File: src/rtl/min_tracking_stack_assert.svh
// Assertion macros used by the stack datapath.
`ifndef MIN_TRACKING_STACK_ASSERT_SVH
`define MIN_TRACKING_STACK_ASSERT_SVH

// Check a property on every rising clock edge outside reset.
`define MTS_ASSERT(lbl, prop, msg) \
  lbl: assert property (@(posedge clk_i) disable iff (!rst_ni) (prop)) else $error(msg);

// Check that a trigger implies a condition at the next clock edge.
`define MTS_ASSERT_NEXT(lbl, trig, cond, msg) \
  lbl: assert property (@(posedge clk_i) disable iff (!rst_ni) (trig) |=> (cond)) \
    else $error(msg);

`endif

File: src/rtl/mts_pkg.sv
// Shared types and codes of the min tracking stack.
package mts_pkg;

  typedef enum logic [1:0] {
    CMD_PUSH = 2'd0,
    CMD_POP  = 2'd1,
    CMD_PEEK = 2'd2
  } cmd_e;

  typedef enum logic [1:0] {
    ST_OK         = 2'd0,
    ST_POP_EMPTY  = 2'd1,
    ST_PUSH_FULL  = 2'd2
  } status_e;

  typedef enum logic [1:0] {
    S_IDLE,
    S_EXEC,
    S_FILL,
    S_RESP
  } state_e;

  // Controller to datapath commands.
  typedef struct packed {
    logic capture;
    logic exec;
    logic fill;
  } ctl_t;

  // Datapath to controller status.
  typedef struct packed {
    logic need_fill;
  } sts_t;

endpackage

File: src/rtl/mts_ctrl.sv
// Sequencer of the min tracking stack: handshakes and operation steps.
module mts_ctrl
  import mts_pkg::*;
(
  input  logic clk_i,
  input  logic rst_ni,
  input  logic in_valid_i,
  output logic in_ready_o,
  output logic out_valid_o,
  input  logic out_ready_i,
  input  sts_t sts_i,
  output ctl_t ctl_o
);

  state_e state_q, state_d;

  always_ff @(posedge clk_i or negedge rst_ni) begin
    if (!rst_ni) begin
      state_q <= S_IDLE;
    end else begin
      state_q <= state_d;
    end
  end

  always_comb begin
    state_d = state_q;
    case (state_q)
      S_IDLE: begin
        if (in_valid_i) state_d = S_EXEC;
      end
      S_EXEC: begin
        state_d = sts_i.need_fill ? S_FILL : S_RESP;
      end
      S_FILL: begin
        state_d = S_RESP;
      end
      S_RESP: begin
        if (out_ready_i) state_d = S_IDLE;
      end
      default: begin
        state_d = S_IDLE;
      end
    endcase
  end

  always_comb begin
    in_ready_o    = 1'b0;
    out_valid_o   = 1'b0;
    ctl_o         = '0;
    case (state_q)
      S_IDLE: begin
        in_ready_o    = 1'b1;
        ctl_o.capture = in_valid_i;
      end
      S_EXEC: begin
        ctl_o.exec = 1'b1;
      end
      S_FILL: begin
        ctl_o.fill = 1'b1;
      end
      S_RESP: begin
        out_valid_o = 1'b1;
      end
      default: begin
        in_ready_o = 1'b0;
      end
    endcase
  end

endmodule

File: config.mk
export PLATFORM = sky130hd
export DESIGN_NAME = mts_ctrl
export DESIGN_NICKNAME = d
export VERILOG_FILES = /design/src/rtl/min_tracking_stack_assert.svh /design/src/rtl/mts_pkg.sv /design/src/rtl/mts_ctrl.sv
export SDC_FILE = /design/constraint.sdc
export NUM_CORES = 1
export LEC_CHECK = 0
export BUFFER_PORTS_ARGS = -buffer_cell sky130_fd_sc_hd__buf_2
export CORE_AREA = 3 3 40 42
export CTS_BUF_LIST = sky130_fd_sc_hd__clkbuf_2 sky130_fd_sc_hd__clkbuf_4 sky130_fd_sc_hd__clkbuf_8
export DETAILED_ROUTE_END_ITERATION = 16
export DIE_AREA = 0 0 43 45
export PLACE_DENSITY_LB_ADDON = 0.08
export SLEW_MARGIN = 0
export SYNTH_ARGS = -nofsm -noshare
export SYNTH_HDL_FRONTEND = slang
export SYNTH_SLANG_ARGS = --single-unit
File: constraint.sdc
create_clock -name clk_i -period 3.88 [get_ports clk_i]
set_input_delay 0.194 -clock clk_i [delete_from_list [all_inputs] [get_ports clk_i]]
set_output_delay 0.194 -clock clk_i [all_outputs]
set_load 0.01 [all_outputs]
# After elaboration in Yosys (flattened, before gate mapping)
# Index checks and enable logic that the tools add are counted.
# classes
eq_ne	5
mux	9
reduce_logical	2
# op_table
cell	n
2-bit case mux with 4 select lines	1
1-bit 2-to-1 mux	6
2-bit equality test (second input constant)	2
2-bit 2-to-1 mux	2
2-bit inequality test (second input constant)	2
2-bit by 1-bit equality test with 1-bit output (second input constant)	1
2-bit zero test	1
2-bit AND reduction	1
# totals
reg_bits	2
in_bits	5
output_inout_bits	5
elab_cells	17

# Longest topological paths before layout
# Gate-level depths: netlist of run 1.
# logic_depth
ltp_word	3
mapped_depth	5
depth_no_buf	5

# Least setup slack after synthesis of run 1
# No wires, ideal clock.
# synth_timing
path_kind	register to register
start	register state_q[0]
end	register state_q[1]
setup_ns	0.125
arrival_ns	1.231
required_time_ns	3.755
path_slack_ns	2.524
path_stages_with_launch	5
cell_sequence	dfrtp_1 > ha_1 > nor2b_4 > a21o_1 > mux2_4
# synth_via
elab_chain_len	3
elab_cells_between_ends	8
# synth_lines
element	line_no	source
from (decl)	mts_ctrl.sv:15	state_e state_q, state_d;
from (signal assigned)	mts_ctrl.sv:21	state_q <= state_d;
2-bit equality test / 2-bit zero test (equally long branches)	mts_ctrl.sv:27	case (state_q)
2-bit inequality test (no line)	--	
2-bit AND reduction (no line)	--	
# Parallel ways exist; a longest one is shown, timed or not.
# A chain may end at the register's enable or synchronous reset.

==> qor.txt, run 1 <==
WP data arrival - 1.24 ns
Drt wl/cell - 8.76 µm
Clk_lat worst skew - 0.22 ns
Max_slew headroom - 0.865
# diodes - 0
Max-slew violations - 0
FF+latch count, synth - 2
Tmin final - 1.44 ns
Worst slack, placed - 2.51 ns
Top cells by area, synth - dfrtp_1 28%, ha_1 28%, mux2_4 8.4%
Full die area - 1940 µm²
Root Buffer - clkbuf_4
Power Density - 787 nW/µm²
Most numerous cell in the Yosys netlist - ha_1
Mean post-synth cell area - 10.5 µm²
WL final - 394 µm
Hpwl dp - 318 µm
Post-Synthesis Cells - 17
FP Rows - 13
Core area - 1280 µm²
CTS clk-pin slew, worst paths - 0.03 ns
DIE HEIGHT - 45 µm
Vias in the first global route - 179
Finished Layout Cells - 45
Final WS setup - 2.44 ns
Cell variety after synth - 10
Post-route DRC - 0
Number of synthesis warnings - 0
Final Skew - 0.000587 ns
Placed Cells - 41
First-pass DRT Iterations - 5
Max Root-Sink Buffers - 2
Setup crit end kind - primary output
NumNets Final - 41
Primary FF master, synth - dfrtp_1
Critical path type - reg2out
GRT Util Overall - 0.0599
Top flop regs - state_q (2)
CTS tree - yes
Worst EP required - 3.69 ns
Clk sinks - 2
Synth top area share - 0.280
Post-cts resize count - 0
Period utilization - 0.370
RSZ-0062 raised after global routing - false
Final setup viols - 0
Vias per inst - 3.44
Grt ovf - 0
Status - completed
Async SR Flop Fraction - 1.00
R2R Setup Slk - 2.52 ns
Mapped Area - 179 µm²
Initial antenna violation count - 0
Hold violation total from the final report - 0
Max VDD drop - 0.000200 V
Max FFs per register - 2
Dominant cell type by area after synthesis - dfrtp_1
Max-cap violations - 0
CP Max Fanout - 5
Placer Congestion - 0.611
Area Overhead vs Synth - 53.8%
DRT iter0 DRCs - 1
H-tree depth - 1
Synth cell count leaders - 4 x ha_1, 3 x inv_1, 2 x dfrtp_1, 2 x o31ai_1
Die X - 43 µm
Slew @ Worst Pin - 0.201 ns
Largest net degree at the start of global routing - 6
Static Leak - 0.161 nW
Most flops, register - state_q
Worst reg-to-reg path cell count - 4
Remaining antenna violation count after routing - 0
Post-synthesis sequential area ratio - 0.280
Vias - 155
Layout cell share with drive strength beyond 1 - 0.467
Max Clk Rate - 697 MHz
Final setup TNS - 0 ns
Number of primary I/O pins - 10
EDFF count, synth - 0
Initial Util - 0.139
Global-route wire length before repair - 752 µm
CTS buffer count - 3
Worst hold path type - in2async
Worst setup SP type - flop
Port Buffer Count - 9
Syn Nets - 26
==> critical path, cell delays in order (launching register included) <==
cell and delay [ns]:
dfrtp_1 0.42, inv_1 0.09, ha_1 0.24, and2_1 0.15, buf_2 0.13
==> timing repair <==
action | 4_1_cts | 5_1_grt
hold buffers | 1 | 0
buffers inserted | 0 | 0
hold endpoints to repair | 2 | 0
==> worst paths after layout <==
kind	endpoint	startpoint
worst min-delay path	state_q[0]$_DFFE_PN0P_	rst_ni
max in group asynchronous	state_q[1]$_DFFE_PN0P_	rst_ni
worst min register to register	state_q[0]$_DFFE_PN0P_	state_q[0]$_DFFE_PN0P_
worst max register to register	state_q[1]$_DFFE_PN0P_	state_q[0]$_DFFE_PN0P_
worst max-delay path	ctl_o[2]	state_q[1]$_DFFE_PN0P_
min in group clk_i	state_q[0]$_DFFE_PN0P_	sts_i
==> metrics by stage <==
step	util	power, mW	instance area, µm²	hold slack, ns
after CTS	0.214	0.223	275	0.276
after global placement	0.189	0.176	243	-0.0203
after floorplan	-	0.137	179	-0.102
after global routing	0.214	0.247	275	0.278
final	0.214	0.217	275	0.284
after detailed placement	0.189	0.173	243	-0.0181
==> cell type report <==
type	instances	area (µm²)
well taps	15	18.8
fillers	150	1010
flip-flops and latches	2	50.0
repair buffers	10	55.1
inverters	3	11.3
clock buffers	3	22.5
multi-input cells	12	118
==> cells by family after synthesis <==
| kind of cell | Yosys count | synth area share |
|---|---|---|
| and+or+nand+nor | 4 | 0.168 |
| buffers and inverters | 3 | 0.0629 |
| DFF | 2 | 0.280 |
| AOI/OAI and AO/OA | 3 | 0.126 |
| muxes | 1 | 0.0839 |
| adders and majority gates | 4 | 0.280 |
==> cells in the final DEF, fill, tap and decap left out <==
| master | netlist | layout |
|---|---|---|
| nor2b_4 | 1 | 1 |
| nor2b_1 | 1 | 1 |
| and2_1 | 1 | 1 |
| dfrtp_1 | 2 | 2 |
| inv_1 | 3 | 3 |
| buf_2 | 0 | 9 |
| ha_1 | 4 | 4 |
| o31ai_1 | 2 | 2 |
| clkbuf_4 | 0 | 3 |
| dlygate4sd3_1 | 0 | 1 |
| nor2_1 | 1 | 1 |
| a21o_1 | 1 | 1 |
| mux2_4 | 1 | 1 |
==> layer usage <==
layer	GRT usage	vias up	routed length, µm
met3	0.0120	0	26
met1	0.0647	69	162
met4	0.108	0	0
met2	0.0719	5	204
li1	-	81	-
met5	0	-	0
==> power by group <==
part / internal (mW) / switching, mW
combinational: 0.0660 / 0.0566
clock: 0.0341 / 0.0112
sequential: 0.0329 / 0.0158
total: 0.133 / 0.0836
Note: power is estimated with default switching activity, not from simulation.
==> run 2, diff against run 1 <==
==> constraint.sdc (replaced) <==
create_clock -name clk_i -period 1.35 [get_ports clk_i]
set_input_delay 0.0675 -clock clk_i [delete_from_list [all_inputs] [get_ports clk_i]]
set_output_delay 0.0675 -clock clk_i [all_outputs]
set_load 0.01 [all_outputs]
==> qor.txt, run 2 (synthesis gave the netlist of run 1 again) <==
Max VDD drop - 0.000909 V
Filler instances - 148
Max_slew headroom - 0.845
Critical path buffer and inverter count - 0
Area Overhead vs Synth - 73.4%
Worst hold path type - in2async
R2R Setup Slk - 0.03 ns
RSZ-0062 raised after global routing - true
# diodes - 0
CTS buffer count - 3
Crit path max-delay family - flip-flops
Status - completed
Max FFs per register - 2
Clk_lat worst skew - 0.22 ns
Number of primary I/O pins - 10
Initial antenna violation count - 0
CTS tree - yes
Hold violation total from the final report - 0
DIE HEIGHT - 45 µm
Max Root-Sink Buffers - 2
Post-route DRC - 0
Grt ovf - 0
Vias - 171
Hpwl dp - 322 µm
Max-cap violations - 0
Highest-count cells in the layout ignoring fill and taps - 9 x buf_2, 4 x buf_4, 3 x inv_1, 3 x clkbuf_4
Placed Cells - 44
Most common cell after layout, fill and taps aside - buf_2
Max-slew violations - 0
Top flop regs - state_q (2)
Placer Congestion - 0.642
Drt wl/cell - 8.35 µm
Vias per inst - 3.49
Worst hold slack - 0.157 ns
Remaining antenna violation count after routing - 0
Full die area - 1940 µm²
Worst-path cell chain - ha_2 -> nor2b_4 -> a21o_1 -> mux2_4
CP Max Fanout - 4
Global-route wire length before repair - 696 µm
Static Leak - 0.178 nW
Critical path type - reg2reg
Setup crit end kind - flop
Power Density - 2310 nW/µm²
Clk sinks - 2
H-tree depth - 1
Crit-path slowest cell - dfrtp_1
Initial Util - 0.139
Worst setup SP type - flop
WP data arrival - 1.42 ns
Period utilization - 0.975
Layout cell share with drive strength beyond 1 - 0.588
Slew @ Worst Pin - 0.231 ns
Max Clk Rate - 760 MHz
Final Skew - 0.000524 ns
Finished Layout Cells - 49
Port Buffer Count - 9
DRT iter0 DRCs - 0
Largest net degree at the start of global routing - 6
Worst EP required - 1.46 ns
NumNets Final - 45
CP peak stage delay - 0.40 ns
Final setup viols - 0
FP Rows - 13
Die X - 43 µm
First-pass DRT Iterations - 1
WL final - 409 µm
Root Buffer - clkbuf_4
GRT Util Overall - 0.0549
Vias in the first global route - 178
Tmin final - 1.32 ns
Most flops, register - state_q
CTS clk-pin slew, worst paths - 0.03 ns
Core area - 1280 µm²
[run 2: final timing paths]
kind,depth (start not counted),to,start
worst max-delay path,4,state_q[1]$_DFFE_PN0P_,state_q[1]$_DFFE_PN0P_
max in group asynchronous,2,state_q[0]$_DFFE_PN0P_,rst_ni
min in group clk_i,4,state_q[0]$_DFFE_PN0P_,sts_i
worst min register to register,1,state_q[0]$_DFFE_PN0P_,state_q[0]$_DFFE_PN0P_
worst min-delay path,2,state_q[1]$_DFFE_PN0P_,rst_ni
worst max register to register,4,state_q[1]$_DFFE_PN0P_,state_q[1]$_DFFE_PN0P_
[run 2: layout make-up]
cell class / instances / area [µm²] / area share
multi-input cells: 12 / 123 / 0.395
repair buffers: 14 / 85.1 / 0.274
inverters: 3 / 11.3 / 0.0363
clock buffers: 3 / 22.5 / 0.0726
flip-flops and latches: 2 / 50.0 / 0.161
well taps: 15 / 18.8 / 0.0605
[run 2: metrics by stage]
step / area, µm² / total power [mW] / TNS [ns] / utilization / setup slack [ns]
2_1_floorplan: 181 / 0.398 / 0 / - / 0.0322
3_3_place_gp: 268 / 0.582 / -0.0210 / 0.208 / -0.0210
3_5_place_dp: 268 / 0.567 / 0 / 0.208 / 0.0153
4_1_cts: 300 / 0.715 / 0 / 0.234 / 0.00508
5_1_grt: 310 / 0.805 / -0.0243 / 0.241 / -0.0243
6_report: 310 / 0.716 / 0 / 0.241 / 0.0343
[run 2: worst reg2reg max path: stages, from the launching register on]
cell and delay (ns):
dfrtp_1 0.40, ha_2 0.21, nor2b_4 0.12, a21o_1 0.17, mux2_4 0.30
[run 2: repair_timing]
item / CTS / global route
setup buffers: 0 / 1
hold endpoints to repair: 2 / 0
hold buffers: 1 / 0
gates resized for setup: 0 / 1
endpoints found under the setup margin: 0 / 4
[run 2: power breakdown]
group / total [mW] / internal [mW] / switching (mW)
clock: 0.135 / 0.0983 / 0.0363
combinational: 0.449 / 0.265 / 0.184
sequential: 0.132 / 0.0947 / 0.0373
total: 0.716 / 0.458 / 0.258
[run 2: routing by layer]
metal / share of wire / up-vias / GRT usage
met1: 0.39 / 69 / 0.0553
li1: - / 91 / -
met3: 0.11 / 2 / 0.0159
met2: 0.45 / 9 / 0.0719
met5: 0 / - / 0
met4: 0.042 / 0 / 0.0904
==> run 3, diff against run 2 <==
--- a/config.mk
+++ b/config.mk
@@ -7,10 +7,9 @@
 export LEC_CHECK = 0
 export BUFFER_PORTS_ARGS = -buffer_cell sky130_fd_sc_hd__buf_2
 export CORE_AREA = 3 3 40 42
-export CTS_BUF_LIST = sky130_fd_sc_hd__clkbuf_2 sky130_fd_sc_hd__clkbuf_4 sky130_fd_sc_hd__clkbuf_8
+export CTS_BUF_LIST = sky130_fd_sc_hd__clkbuf_8 sky130_fd_sc_hd__clkbuf_16
 export DETAILED_ROUTE_END_ITERATION = 16
 export DIE_AREA = 0 0 43 45
-export PLACE_DENSITY_LB_ADDON = 0.08
 export SLEW_MARGIN = 0
 export SYNTH_ARGS = -nofsm -noshare
 export SYNTH_HDL_FRONTEND = slang
==> qor.txt, run 3 (synthesis gave the netlist of run 1 again) <==
Status - completed
Global-route wire length before repair - 745 µm
DIE HEIGHT - 45 µm
Layout cell share with drive strength beyond 1 - 0.636
Area taken by multi-input logic gates - 123 µm²
Power Density - 2530 nW/µm²
Vias per inst - 3.58
Highest-count cells in the layout ignoring fill and taps - 9 x buf_2, 3 x clkbuf_8, 3 x buf_4
Final setup viols - 0
Placer Congestion - 0.583
Largest net degree at the start of global routing - 4
Placed Cells - 43
Clk sinks - 2
WP data arrival - 1.41 ns
Vias in the first global route - 205
Worst reg-to-reg path cell count - 4
Vias - 172
Grt ovf - 0
Crit-path slowest cell - dfrtp_1
First-pass DRT Iterations - 1
Critical path buffer and inverter count - 0
Core area - 1280 µm²
Static Leak - 0.179 nW
Most common cell after layout, fill and taps aside - buf_2
Worst setup SP type - flop
CP Max Fanout - 3
DRT iter0 DRCs - 0
Filler instances - 145
Worst hold slack - 0.174 ns
Port Buffer Count - 9
Full die area - 1940 µm²
Hold violation total from the final report - 0
Period utilization - 0.981
Number of primary I/O pins - 10
Worst EP required - 1.44 ns
Crit path max-delay family - flip-flops
Critical path type - reg2reg
Hpwl dp - 330 µm
Top flop regs - state_q (2)
Max Clk Rate - 755 MHz
Register area - 50.0 µm²
Number of cells on the critical path - 4
Tmin final - 1.32 ns
Max_slew headroom - 0.872
Clk_lat worst skew - 0.21 ns
Slew @ Worst Pin - 0.191 ns
GRT Util Overall - 0.0600
# diodes - 0
Drt wl/cell - 9.23 µm
FP Rows - 13
Worst hold path type - in2async
Worst-path cell chain - ha_2 -> nor2b_4 -> a21o_1 -> mux2_4
Initial antenna violation count - 0
WL final - 443 µm
Most flops, register - state_q
Max Root-Sink Buffers - 2
Max-cap violations - 0
CTS tree - yes
CTS clk-pin slew, worst paths - 0.03 ns
H-tree depth - 1
Final Skew - 0.00138 ns
Initial Util - 0.139
RSZ-0062 raised after global routing - true
Die X - 43 µm
Finished Layout Cells - 48
Area Overhead vs Synth - 79.7%
CP peak stage delay - 0.40 ns
Remaining antenna violation count after routing - 0
CTS buffer count - 3
Post-route DRC - 0
Max FFs per register - 2
Max VDD drop - 0.000673 V
Power, Total - 814 µW
Setup crit end kind - flop
NumNets Final - 44
Root Buffer - clkbuf_8
Max-slew violations - 0
run 3: stage by stage:
| step | TNS, ns | instance area, µm² | utilization | worst slack, ns |
|---|---|---|---|---|
| after detailed placement | -0.00460 | 260 | 0.203 | -0.00460 |
| after CTS | 0 | 322 | 0.250 | 0.0153 |
| after global placement | 0 | 260 | 0.203 | 0.0281 |
| final | 0 | 322 | 0.250 | 0.0258 |
| after floorplan | 0 | 181 | - | 0.0322 |
| after global routing | -0.0266 | 322 | 0.250 | -0.0139 |
run 3: worst register-to-register path, stage by stage (launching register included):
cell and delay (ns):
dfrtp_1 0.40, ha_2 0.20, nor2b_4 0.12, a21o_1 0.18
mux2_4 0.30
run 3: final timing paths:
| path | startpoint | endpoint | slack [ns] |
|---|---|---|---|
| max in group asynchronous | rst_ni | state_q[1]$_DFFE_PN0P_ | 1.08 |
| min in group clk_i | sts_i | state_q[0]$_DFFE_PN0P_ | 0.23 |
| hold / removal | rst_ni | state_q[0]$_DFFE_PN0P_ | 0.17 |
| setup / recovery | state_q[1]$_DFFE_PN0P_ | state_q[1]$_DFFE_PN0P_ | 0.03 |
| setup reg to reg | state_q[1]$_DFFE_PN0P_ | state_q[1]$_DFFE_PN0P_ | 0.03 |
| hold reg to reg | state_q[0]$_DFFE_PN0P_ | state_q[0]$_DFFE_PN0P_ | 0.64 |
run 3: final cells by class:
| class | count | area share |
|---|---|---|
| sequential | 2 | 0.156 |
| timing repair buffer | 13 | 0.241 |
| multi-input combinational | 12 | 0.381 |
| clock buffer | 3 | 0.128 |
| inverter | 3 | 0.0350 |
| tap | 15 | 0.0584 |
run 3: routing by layer:
metal | share of wire | up-vias | global-route usage
li1 | - | 88 | -
met1 | 0.41 | 76 | 0.0554
met2 | 0.50 | 6 | 0.0838
met3 | 0.043 | 2 | 0.0120
met4 | 0.043 | 0 | 0.108
met5 | 0 | - | 0
run 3: repair_timing:
action                                 CTS  global route
setup endpoints to repair                2             3
hold buffers                             1             0
endpoints found under the hold margin    2             0
pin swaps                                0             1
buffers inserted                         1             0
gates resized for setup                  1             2
run 3: power by group:
| part | switching (mW) | internal (mW) |
|---|---|---|
| logic | 0.195 | 0.252 |
| registers | 0.0366 | 0.0948 |
| clock network | 0.0471 | 0.189 |
| total | 0.279 | 0.535 |
